[config.mk]
export PLATFORM = sky130hd
export DESIGN_NAME = mpeg2_access_unit_splitter_core
export DESIGN_NICKNAME = d
export VERILOG_FILES = /design/src/rtl/maus_pkg.sv /design/src/rtl/maus_parser.sv /design/src/rtl/mpeg2_access_unit_splitter_core.sv
export SDC_FILE = /design/constraint.sdc
export NUM_CORES = 1
export LEC_CHECK = 0
export BUFFER_PORTS_ARGS = -buffer_cell sky130_fd_sc_hd__buf_2
export CAP_MARGIN = 20
export CORE_MARGIN = 5
export CORE_UTILIZATION = 38
export CTS_BUF_LIST = sky130_fd_sc_hd__clkbuf_4
export DETAILED_ROUTE_END_ITERATION = 8
export GPL_TIMING_DRIVEN = 0
export PLACE_DENSITY = 0.54
export SLEW_MARGIN = 20
export SYNTH_ARGS = -nofsm -noshare
export SYNTH_HDL_FRONTEND = slang
export SYNTH_SLANG_ARGS = --single-unit
[constraint.sdc]
create_clock -name clk -period 5.4 [get_ports clk]
set_input_delay 0.27 -clock clk [delete_from_list [all_inputs] [get_ports clk]]
set_output_delay 0.27 -clock clk [all_outputs]
set_load 0.01 [all_outputs]
[src/rtl/maus_pkg.sv]
// Package: beat types, start code values and defaults for the MPEG-2 access unit splitter.
`default_nettype none

package maus_pkg;

    localparam int OFFSET_BITS_DEF  = 32;
    localparam int MAX_AU_BYTES_DEF = 3145728;

    localparam logic [7:0] CODE_PICTURE    = 8'h00;
    localparam logic [7:0] CODE_SEQ_HEADER = 8'hb3;
    localparam logic [7:0] CODE_SEQ_END    = 8'hb7;
    localparam logic [7:0] CODE_GROUP      = 8'hb8;

    localparam logic [23:0] START_PREFIX = 24'h000001;

    typedef struct packed {
        logic [7:0] data_byte;
        logic       last_byte;
    } byte_beat_t;

    typedef struct packed {
        logic [31:0] unit_index;
        logic [31:0] unit_offset;
        logic [21:0] unit_length;
        logic        ended_by_end_code;
    } unit_beat_t;

    function automatic logic is_relevant(input logic [7:0] code);
        logic hit;
        case (code) inside
            CODE_PICTURE, CODE_SEQ_HEADER, CODE_SEQ_END, CODE_GROUP: hit = 1'b1;
            default: hit = 1'b0;
        endcase
        return hit;
    endfunction

endpackage

`default_nettype wire

[src/rtl/maus_parser.sv]
// Start code detector and access unit tracker: stream state and one result per byte.
`default_nettype none

module maus_parser #(
    parameter int OFFSET_BITS  = maus_pkg::OFFSET_BITS_DEF,
    parameter int MAX_AU_BYTES = maus_pkg::MAX_AU_BYTES_DEF
) (
    input  wire logic                  clk,
    input  wire logic                  rst_n,
    input  wire logic                  step,
    input  wire maus_pkg::byte_beat_t  beat,
    output      logic                  found,
    output      maus_pkg::unit_beat_t  unit
);

    localparam int LEN_W = (OFFSET_BITS > 25) ? OFFSET_BITS : 25;
    localparam int OFS_W = (OFFSET_BITS > 32) ? OFFSET_BITS : 32;

    logic [23:0]            window_reg, window_next;
    logic [OFFSET_BITS-1:0] pos_reg, pos_next;
    logic [1:0]             ignore_reg, ignore_next;
    logic                   open_reg, open_next;
    logic                   pic_reg, pic_next;
    logic [OFFSET_BITS-1:0] start_reg, start_next;
    logic [31:0]            count_reg, count_next;

    logic                   hit;
    logic                   relevant;
    logic                   is_end;
    logic                   emit;
    logic [OFFSET_BITS-1:0] code_pos;
    logic [OFFSET_BITS-1:0] pos_inc;
    logic [OFFSET_BITS-1:0] end_ofs;
    logic [OFFSET_BITS-1:0] len;
    logic [LEN_W-1:0]       len_ext;
    logic [LEN_W-1:0]       len_sat;
    logic [OFS_W-1:0]       start_ext;

    always_comb
    begin
        hit      = (ignore_reg == 2'd0) && (pos_reg >= OFFSET_BITS'(3))
                   && (window_reg == maus_pkg::START_PREFIX);
        relevant = maus_pkg::is_relevant(beat.data_byte);
        is_end   = (beat.data_byte == maus_pkg::CODE_SEQ_END);
        emit     = hit && relevant && open_reg && pic_reg;
        code_pos = pos_reg - OFFSET_BITS'(3);
        pos_inc  = pos_reg + OFFSET_BITS'(1);
        end_ofs  = is_end ? pos_inc : code_pos;
        len      = end_ofs - start_reg;
        len_ext  = LEN_W'(len);
        len_sat  = (len_ext > LEN_W'(MAX_AU_BYTES)) ? LEN_W'(MAX_AU_BYTES) : len_ext;
        start_ext = OFS_W'(start_reg);

        found                  = emit;
        unit.unit_index        = count_reg;
        unit.unit_offset       = start_ext[31:0];
        unit.unit_length       = len_sat[21:0];
        unit.ended_by_end_code = is_end;

        window_next = {window_reg[15:0], beat.data_byte};
        pos_next    = pos_inc;
        ignore_next = 2'd0;
        open_next   = open_reg;
        pic_next    = pic_reg;
        start_next  = start_reg;
        count_next  = count_reg;

        if (ignore_reg != 2'd0)
        begin
            ignore_next = ignore_reg - 2'd1;
        end
        else if (hit)
        begin
            ignore_next = 2'd3;
            if (emit)
            begin
                count_next = count_reg + 32'd1;
                if (is_end)
                begin
                    open_next = 1'b0;
                    pic_next  = 1'b0;
                end
                else
                begin
                    start_next = code_pos;
                    pic_next   = (beat.data_byte == maus_pkg::CODE_PICTURE);
                end
            end
            else if (relevant)
            begin
                if (beat.data_byte == maus_pkg::CODE_PICTURE)
                begin
                    pic_next = 1'b1;
                end
                if (!open_reg)
                begin
                    open_next  = 1'b1;
                    start_next = code_pos;
                end
            end
        end

        // drop any open unit and restart at end of stream
        if (beat.last_byte)
        begin
            window_next = '0;
            pos_next    = '0;
            ignore_next = 2'd0;
            open_next   = 1'b0;
            pic_next    = 1'b0;
            start_next  = '0;
            count_next  = '0;
        end
    end

    always_ff @(posedge clk or negedge rst_n)
    begin
        if (!rst_n)
        begin
            window_reg <= '0;
            pos_reg    <= '0;
            ignore_reg <= 2'd0;
            open_reg   <= 1'b0;
            pic_reg    <= 1'b0;
            start_reg  <= '0;
            count_reg  <= '0;
        end
        else if (step)
        begin
            window_reg <= window_next;
            pos_reg    <= pos_next;
            ignore_reg <= ignore_next;
            open_reg   <= open_next;
            pic_reg    <= pic_next;
            start_reg  <= start_next;
            count_reg  <= count_next;
        end
    end

endmodule

`default_nettype wire

[src/rtl/mpeg2_access_unit_splitter_core.sv]
// Top level: input register, access unit tracker and result register of the splitter.
//
//   channel  | direction | handshake                | beat type
//   byte_*   | in        | byte_valid / byte_stall  | maus_pkg::byte_beat_t
//   unit_*   | out       | unit_valid / unit_stall  | maus_pkg::unit_beat_t
//
// One byte per cycle unless a held result stalls; each result is registered before it leaves.
// The input register feeds the tracker, whose state updates once per byte.
// Reset clears all stream state; after a beat with last_byte set the state restarts.
// A stalled result holds its register; the input side stalls only when both
// registers are full and the result cannot leave.
`default_nettype none

module mpeg2_access_unit_splitter_core #(
    parameter int OFFSET_BITS  = maus_pkg::OFFSET_BITS_DEF,
    parameter int MAX_AU_BYTES = maus_pkg::MAX_AU_BYTES_DEF
) (
    input  wire logic                  clk,
    input  wire logic                  rst_n,
    input  wire logic                  byte_valid,
    output      logic                  byte_stall,
    input  wire maus_pkg::byte_beat_t  byte_beat,
    output      logic                  unit_valid,
    input  wire logic                  unit_stall,
    output      maus_pkg::unit_beat_t  unit_beat
);

    logic                  beat_valid_reg, beat_valid_next;
    maus_pkg::byte_beat_t  beat_reg;
    logic                  unit_valid_reg, unit_valid_next;
    maus_pkg::unit_beat_t  unit_reg;

    logic                  proc_en;
    logic                  take;
    logic                  found;
    maus_pkg::unit_beat_t  unit_res;

    assign proc_en    = beat_valid_reg && (!unit_valid_reg || !unit_stall);
    assign byte_stall = beat_valid_reg && !proc_en;
    assign take       = byte_valid && !byte_stall;
    assign unit_valid = unit_valid_reg;
    assign unit_beat  = unit_reg;

    maus_parser #(
        .OFFSET_BITS  (OFFSET_BITS),
        .MAX_AU_BYTES (MAX_AU_BYTES)
    ) u_parser (
        .clk   (clk),
        .rst_n (rst_n),
        .step  (proc_en),
        .beat  (beat_reg),
        .found (found),
        .unit  (unit_res)
    );

    always_comb
    begin
        beat_valid_next = beat_valid_reg;
        if (take)
        begin
            beat_valid_next = 1'b1;
        end
        else if (proc_en)
        begin
            beat_valid_next = 1'b0;
        end

        unit_valid_next = unit_valid_reg;
        if (proc_en && found)
        begin
            unit_valid_next = 1'b1;
        end
        else if (unit_valid_reg && !unit_stall)
        begin
            unit_valid_next = 1'b0;
        end
    end

    always_ff @(posedge clk or negedge rst_n)
    begin
        if (!rst_n)
        begin
            beat_valid_reg <= 1'b0;
            unit_valid_reg <= 1'b0;
        end
        else
        begin
            beat_valid_reg <= beat_valid_next;
            unit_valid_reg <= unit_valid_next;
        end
    end

    always_ff @(posedge clk)
    begin
        if (take)
        begin
            beat_reg <= byte_beat;
        end
        if (proc_en && found)
        begin
            unit_reg <= unit_res;
        end
    end

    a_stall_needs_held_byte: assert property (@(posedge clk) disable iff (!rst_n)
        byte_stall |-> beat_valid_reg)
        else $error("input stalled with no byte held");

    a_result_loaded: assert property (@(posedge clk) disable iff (!rst_n)
        proc_en && found |=> unit_valid_reg)
        else $error("emitted unit not loaded into result register");

    a_no_overwrite: assert property (@(posedge clk) disable iff (!rst_n)
        unit_valid_reg && unit_stall |-> !proc_en)
        else $error("stalled result may be overwritten");

    a_held_result_stable: assert property (@(posedge clk) disable iff (!rst_n)
        unit_valid_reg && unit_stall |=> unit_valid_reg && $stable(unit_reg))
        else $error("stalled result changed");

endmodule

`default_nettype wire

==> results.sh, run 1 <==
export IMPL_fin_crit_sh=0.986
export IMPL_yosys_area_top_type="dfrtp_1"
export IMPL_status="finished clean"
export IMPL_cpMostUsedCell="or3_4"
export IMPL_crit_type="flip-flop to flip-flop"
export IMPL_slew_viol_final=0
export IMPL_finalHoldViolations=0
export IMPL_syn2layout_area_growth_pct=21.0
export IMPL_io_pin_count=102
export IMPL_portBuffers=101
export IMPL_synth_top_area_share=0.255
export IMPL_grt_start_max_net_pins=74
export IMPL_maxSlewHeadroom=0.525
export IMPL_ff2ff_path_depth=18
export IMPL_cp_end_kind="flip-flop"
export IMPL_initial_core_util=0.382
export IMPL_die_w_um=190
export IMPL_stdcell_count=1989
export IMPL_die_height_um=190
export IMPL_ant_nets=0
export IMPL_fmax_mhz=188
export IMPL_post_route_drc_count=0
export IMPL_synth_area_leaders="dfrtp_1, edfxtp_1, nand2_1"
export IMPL_clkSlewWorstSetupHoldPaths_ns=0.06
export IMPL_p_leak_nw=6.36
export IMPL_place_congestion=0.898
export IMPL_path_cells="nor4_4 -> nand3_4 -> or3_4 -> or3_4 -> or4_4 -> nor2_4 -> a21oi_2 -> xnor2_2 -> ha_4 -> nand4_1 -> buf_4 -> nor2_2 -> or3_4 -> or3_4 -> a2111oi_4 -> nand4b_4 -> buf_12 -> a21o_1"
export IMPL_yosys_top_cells_count="nand2_1, dfrtp_1, edfxtp_1"
export IMPL_seqCellArea_um2=6040
export IMPL_synthesis_nets=1347
export IMPL_routed_via_density=5.18
export IMPL_path_buf_inv=2
export IMPL_clockBufferDepth=3
export IMPL_fin_ws_ns=0.0765
export IMPL_power_density_nw_per_um2=368
export IMPL_crit_slowest_cell="or4_4"
export IMPL_grt_pass1_vias=9884
export IMPL_drtIter0Drc=686
export IMPL_drt_wirelength_per_cell_um=16.5
export IMPL_r2r_slack_ns=0.08
export IMPL_yosysWarnings=0
export IMPL_crit_start="u_parser.pos_reg[6]"
export IMPL_synth_area_um2=12400
export IMPL_tritoncts="done"
export IMPL_cp_depth=18
export IMPL_min_path_type="primary input to asynchronous set/reset pin"
export IMPL_die_area_um2=36200
export IMPL_num_rows=66
export IMPL_cts_sinks=222
export IMPL_required_ns=5.85
export IMPL_synth_top_flop_cell="dfrtp_1"
export IMPL_rsz0062_at_grt="true"
export IMPL_fin_crit_ns=5.32
export IMPL_finClkSkew_ns=0.0565
export IMPL_ys_ff_latch=222
export IMPL_synth_edf_count=96
export IMPL_dpl_cell_count=1847
export IMPL_cts_made_buffers=61
export IMPL_vdd_drop_max_uv=158
export IMPL_yosysSeqAreaShare=0.488
export IMPL_async_reset_ff_frac=0.568
export IMPL_cp_arrival_ns=5.77
export IMPL_routed_via_count=10300
export IMPL_antenna_found_initial=1
export IMPL_cp_slowest_stage_delay_ns=0.57
export IMPL_grt_ovfl_total=0
export IMPL_synth_avg_cell_area_um2=9.51
export IMPL_hpwl_um=24000
export IMPL_drt_total_wl_um=32800
export IMPL_fin_setup_tns_ns=0
export IMPL_worstMarginPinSlew_ns=0.712
export IMPL_netlist_instances=1300
export IMPL_timing_rr_end="unit_beat[22]"
export IMPL_cp_top_family="simple AND/OR/NAND/NOR gates"
export IMPL_setup_worst_path_end="unit_beat[22]"
export IMPL_largest_reg_flops=87
export IMPL_nFillCells=3241
export IMPL_root_buffer="clkbuf_4"
export IMPL_yosysMostFrequentCell="nand2_1"
export IMPL_cap_violations=0
export IMPL_holdWs_ns=0.0705
export IMPL_grt_usage=0.177
export IMPL_place_worst_setup_slack_ns=-1.01
export IMPL_start_kind="flip-flop"
export IMPL_multi_input_area_um2=6190
export IMPL_r2r_start="u_parser.pos_reg[6]"
export IMPL_fin_nets=1539
export IMPL_setup_viol=0
export IMPL_fp_coreArea_um2=32400
export IMPL_finalPower_mw=5.50
export IMPL_htree_levels=2
export IMPL_synth_cell_types=74
export IMPL_firstDrtPassIters=5
export IMPL_insertion_delay_ns=0.73
export IMPL_drive_above_1_share=0.217
export IMPL_crit_fanout=6
export IMPL_grt_pass1_wl_um=52500
-- placed cells by master, fill, tap and decap left out, drive strengths merged, types with 5 or more instances in the layout --
| master | instances |
|---|---|
| nand4 | 22 |
| ha | 33 |
| and4 | 5 |
| o31ai | 39 |
| clkbuf | 145 |
| nand2 | 194 |
| and2 | 12 |
| nor4 | 21 |
| a21o | 15 |
| inv | 38 |
| nor2 | 91 |
| clkinv | 23 |
| buf | 145 |
| and3 | 18 |
| mux2i | 9 |
| xor2 | 35 |
| o21a | 8 |
| dlygate4sd3 | 13 |
| dfrtp | 126 |
| xnor2 | 58 |
| nand3 | 63 |
| a21oi | 68 |
| edfxtp | 96 |
| nand2b | 10 |
| or3 | 16 |
| a31oi | 11 |
| nor3 | 34 |
| o21ai | 94 |
| nor3b | 8 |
| or4 | 7 |
| nand3b | 25 |
| or2 | 16 |
| a211oi | 7 |
-- logic make-up (layout without fill, tap and decap cells) --
family | count (synthesis) | in the layout | synth area share
compound gates | 274 | 274 | 0.137
flops | 222 | 222 | 0.488
fa+ha+maj | 34 | 34 | 0.0350
other cells | 0 | 2 | 0
simple gates | 549 | 549 | 0.227
mux | 9 | 9 | 0.00729
xor+xnor | 93 | 93 | 0.0665
buf+inv | 119 | 364 | 0.0389
-- worst min-delay path by stage --
stage | startpoint | to | slack, ns | cells past startpoint
global placement | byte_beat[7] | beat_reg[7] | 0.45 | 1
detailed placement | rst_n | u_parser.window_reg[14] | 0.22 | 1
floorplan | rst_n | beat_valid_reg | -0.03 | 0
global route | rst_n | u_parser.window_reg[14] | 0.06 | 2
CTS | rst_n | u_parser.pos_reg[17] | 0.03 | 2
finish | rst_n | u_parser.window_reg[14] | 0.07 | 2
-- cell type report --
class | instances | share of cell area
Multi-Input combinational cell | 959 | 0.414
Sequential cell | 222 | 0.404
Timing Repair Buffer | 139 | 0.0610
Clock buffer | 91 | 0.0457
Tap cell | 442 | 0.0370
Buffer | 73 | 0.0220
Inverter | 36 | 0.00911
Clock inverter | 25 | 0.00769
Antenna cell | 2 | 0.000334
-- layer usage --
layer	track usage	wire (µm)
met2	0.287	15100
met4	0.0566	793
met3	0.0291	1390
met5	0	0
met1	0.244	15500
-- through the flow --
stage           util  area, µm²
6_report       0.462      15000
5_1_grt        0.462      15000
4_1_cts        0.452      14600
3_5_place_dp   0.418      13500
3_3_place_gp   0.415      13400
2_1_floorplan      -      12400
-- where the power goes --
| part | switching [mW] | internal, mW | leakage, nW | total (mW) |
|---|---|---|---|---|
| registers | 0.106 | 1.87 | 2.69 | 1.98 |
| logic | 1.22 | 0.807 | 3.19 | 2.03 |
| clock network | 0.714 | 0.781 | 0.475 | 1.49 |
-- what timing repair did --
| item | CTS | global route |
|---|---|---|
| setup endpoints to repair | 22 | 22 |
| pin swaps | 7 | 18 |
| gates resized for setup | 37 | 50 |
| cloned | 0 | 1 |
| hold endpoints to repair | 137 | 0 |
| setup buffers | 4 | 16 |
| hold buffers | 13 | 0 |
No activity file was read; power rests on OpenSTA's default activity.
==> run 2, diff against run 1 <==
CORE_MARGIN = 8   (was 5)
CORE_UTILIZATION = 31   (was 38)
PLACE_DENSITY = 0.46   (was 0.54)
==> run 2 against run 1 <==
Effect of this change:
- sequential share of layout area is 0.69 points lower
- core utilization shrank 7.7 points
- critical path depth is 1 lower
- global-route usage decreased by 2.5 points
- flip-flop and latch count stayed put
- fmax rose by 1.0%
- register-to-register slack better by 0.06 ns
- first-iteration DRC count fell by 25%
- count of clock-buffer cells in the layout up 4
- clock skew decreased by 0.0028 ns
- via count fell by 0.90%
- largest cell class unchanged
==> results.sh, run 2 (synthesized netlist as in run 1, its figures left out) <==
export IMPL_tritoncts="done"
export IMPL_r2r_slack_ns=0.13
export IMPL_vdd_drop_max_uv=129
export IMPL_drt_wirelength_per_cell_um=17.2
export IMPL_cp_slowest_stage_delay_ns=0.56
export IMPL_routed_via_density=4.91
export IMPL_fin_crit_ns=5.27
export IMPL_grt_ovfl_total=0
export IMPL_finalPower_mw=5.72
export IMPL_largest_reg_flops=87
export IMPL_cts_made_buffers=67
export IMPL_finalHoldViolations=0
export IMPL_routed_via_count=10200
export IMPL_path_cells="buf_4 -> or3_4 -> or3_4 -> or3_4 -> or4_4 -> nor2_4 -> a21oi_2 -> xnor2_2 -> ha_4 -> nand4_1 -> nor2_1 -> or3_1 -> or3_4 -> a2111oi_4 -> nand4b_4 -> buf_8 -> a21o_1"
export IMPL_finClkSkew_ns=0.0537
export IMPL_p_leak_nw=6.44
export IMPL_die_w_um=216
export IMPL_place_congestion=0.830
export IMPL_clkSlewWorstSetupHoldPaths_ns=0.06
export IMPL_min_path_type="primary input to asynchronous set/reset pin"
export IMPL_ant_nets=0
export IMPL_hpwl_um=26200
export IMPL_cts_sinks=222
export IMPL_grt_usage=0.152
export IMPL_crit_type="flip-flop to flip-flop"
export IMPL_design_area_um2=15200
export IMPL_grt_pass1_wl_um=57200
export IMPL_portBuffers=101
export IMPL_htree_levels=3
export IMPL_crit_slowest_cell="or4_4"
export IMPL_mostFrequentLayoutCell="nand2_1"
export IMPL_syn2layout_area_growth_pct=23.1
export IMPL_fin_setup_tns_ns=0
export IMPL_slew_viol_final=0
export IMPL_die_area_um2=46500
export IMPL_cp_end_kind="flip-flop"
export IMPL_initial_core_util=0.313
export IMPL_drtIter0Drc=514
export IMPL_drive_above_1_share=0.232
export IMPL_power_density_nw_per_um2=376
export IMPL_r2r_start="u_parser.pos_reg[12]"
export IMPL_start_kind="flip-flop"
export IMPL_grt_start_max_net_pins=72
export IMPL_clockBufferDepth=3
export IMPL_holdWs_ns=0.0850
export IMPL_nFillCells=4029
export IMPL_ff2ff_path_depth=17
export IMPL_fp_coreArea_um2=39500
export IMPL_worstMarginPinSlew_ns=0.720
export IMPL_cpMostUsedCell="or3_4"
export IMPL_place_area_um2=13600
export IMPL_fin_nets=1549
export IMPL_num_rows=73
export IMPL_cp_arrival_ns=5.71
export IMPL_required_ns=5.84
export IMPL_status="finished clean"
export IMPL_root_buffer="clkbuf_4"
export IMPL_die_height_um=216
export IMPL_post_route_drc_count=0
export IMPL_fmax_mhz=190
export IMPL_setup_viol=0
export IMPL_maxSlewHeadroom=0.520
export IMPL_cap_violations=0
export IMPL_timing_rr_end="unit_beat[22]"
export IMPL_firstDrtPassIters=7
export IMPL_antenna_found_initial=2
export IMPL_layout_common_cells="nand2_1, dfrtp_1, buf_2"
export IMPL_grt_pass1_vias=10200
export IMPL_io_pin_count=102
export IMPL_crit_fanout=9
export IMPL_insertion_delay_ns=0.72
export IMPL_drt_total_wl_um=35700
export IMPL_fin_crit_sh=0.976
[run 2: changes by cell type in the layout (fill, tap and decap cells not counted), sizes merged]
cell	previous run	this run
clkinvlp	0	1
clkinv	23	18
bufinv	0	2
buf	145	151
clkbuf	145	147
diode	2	3
[run 2: critical path: cells and delay by family, from the launching register on]
family / cells / cell delay (ns)
flops: 1 / 0.36
simple gates: 10 / 3.07
compound gates: 3 / 0.69
fa+ha+maj: 1 / 0.26
buf+inv: 2 / 0.37
xor+xnor: 1 / 0.24
[run 2: metrics by stage]
stage                     std cells   util  setup slack [ns]
final                          2079  0.385             0.132
after global routing           2079  0.385           -0.0239
after CTS                      2064  0.375          0.000721
after detailed placement       1930  0.345             -1.06
after global placement         1926  0.342             -1.07
after floorplan                1300      -             0.145
[run 2: metal layers]
metal / track usage / wire [µm] / vias up / share of wire
met5: 0 / 0 / - / 0
met4: 0.0483 / 726 / 0 / 0.020
met3: 0.0345 / 1710 / 57 / 0.048
met2: 0.247 / 16800 / 229 / 0.47
met1: 0.198 / 16500 / 4808 / 0.46
li1: - / - / 5115 / -
[run 2: repair_timing]
| action | in CTS | in global routing |
|---|---|---|
| hold buffers | 13 | 0 |
| gates resized for setup | 43 | 64 |
| gates cloned | 0 | 1 |
| hold endpoints to repair | 137 | 0 |
| endpoints found under the setup margin | 22 | 22 |
| setup buffers | 8 | 20 |
| pin swaps | 7 | 27 |
[run 2: worst max-delay path by stage]
stage / slack, ns / to / startpoint / cells past startpoint
floorplan: 0.15 / unit_beat[22] / u_parser.pos_reg[2] / 19
global placement: -1.07 / unit_beat[7] / beat_reg[6] / 20
detailed placement: -1.06 / unit_beat[7] / beat_reg[6] / 20
CTS: 0.0007 / unit_beat[10] / u_parser.pos_reg[14] / 17
global route: -0.02 / unit_beat[22] / u_parser.pos_reg[5] / 18
finish: 0.13 / unit_beat[22] / u_parser.pos_reg[12] / 17
[run 2: area by class of cell]
class / instances / area [µm²] / share of cell area
Multi-Input combinational cell: 959 / 6230 / 0.409
Sequential cell: 222 / 6040 / 0.397
Timing Repair Buffer: 147 / 972 / 0.0639
Clock buffer: 95 / 713 / 0.0469
Tap cell: 525 / 657 / 0.0432
Buffer: 69 / 318 / 0.0209
Clock inverter: 23 / 146 / 0.00962
Inverter: 36 / 138 / 0.00904
Antenna cell: 3 / 7.51 / 0.000493
[run 2: power by group]
part	leakage (nW)	switching (mW)	internal (mW)	total, mW
clock network	0.509	0.760	0.907	1.67
logic	3.24	1.25	0.833	2.08
registers	2.69	0.106	1.87	1.98
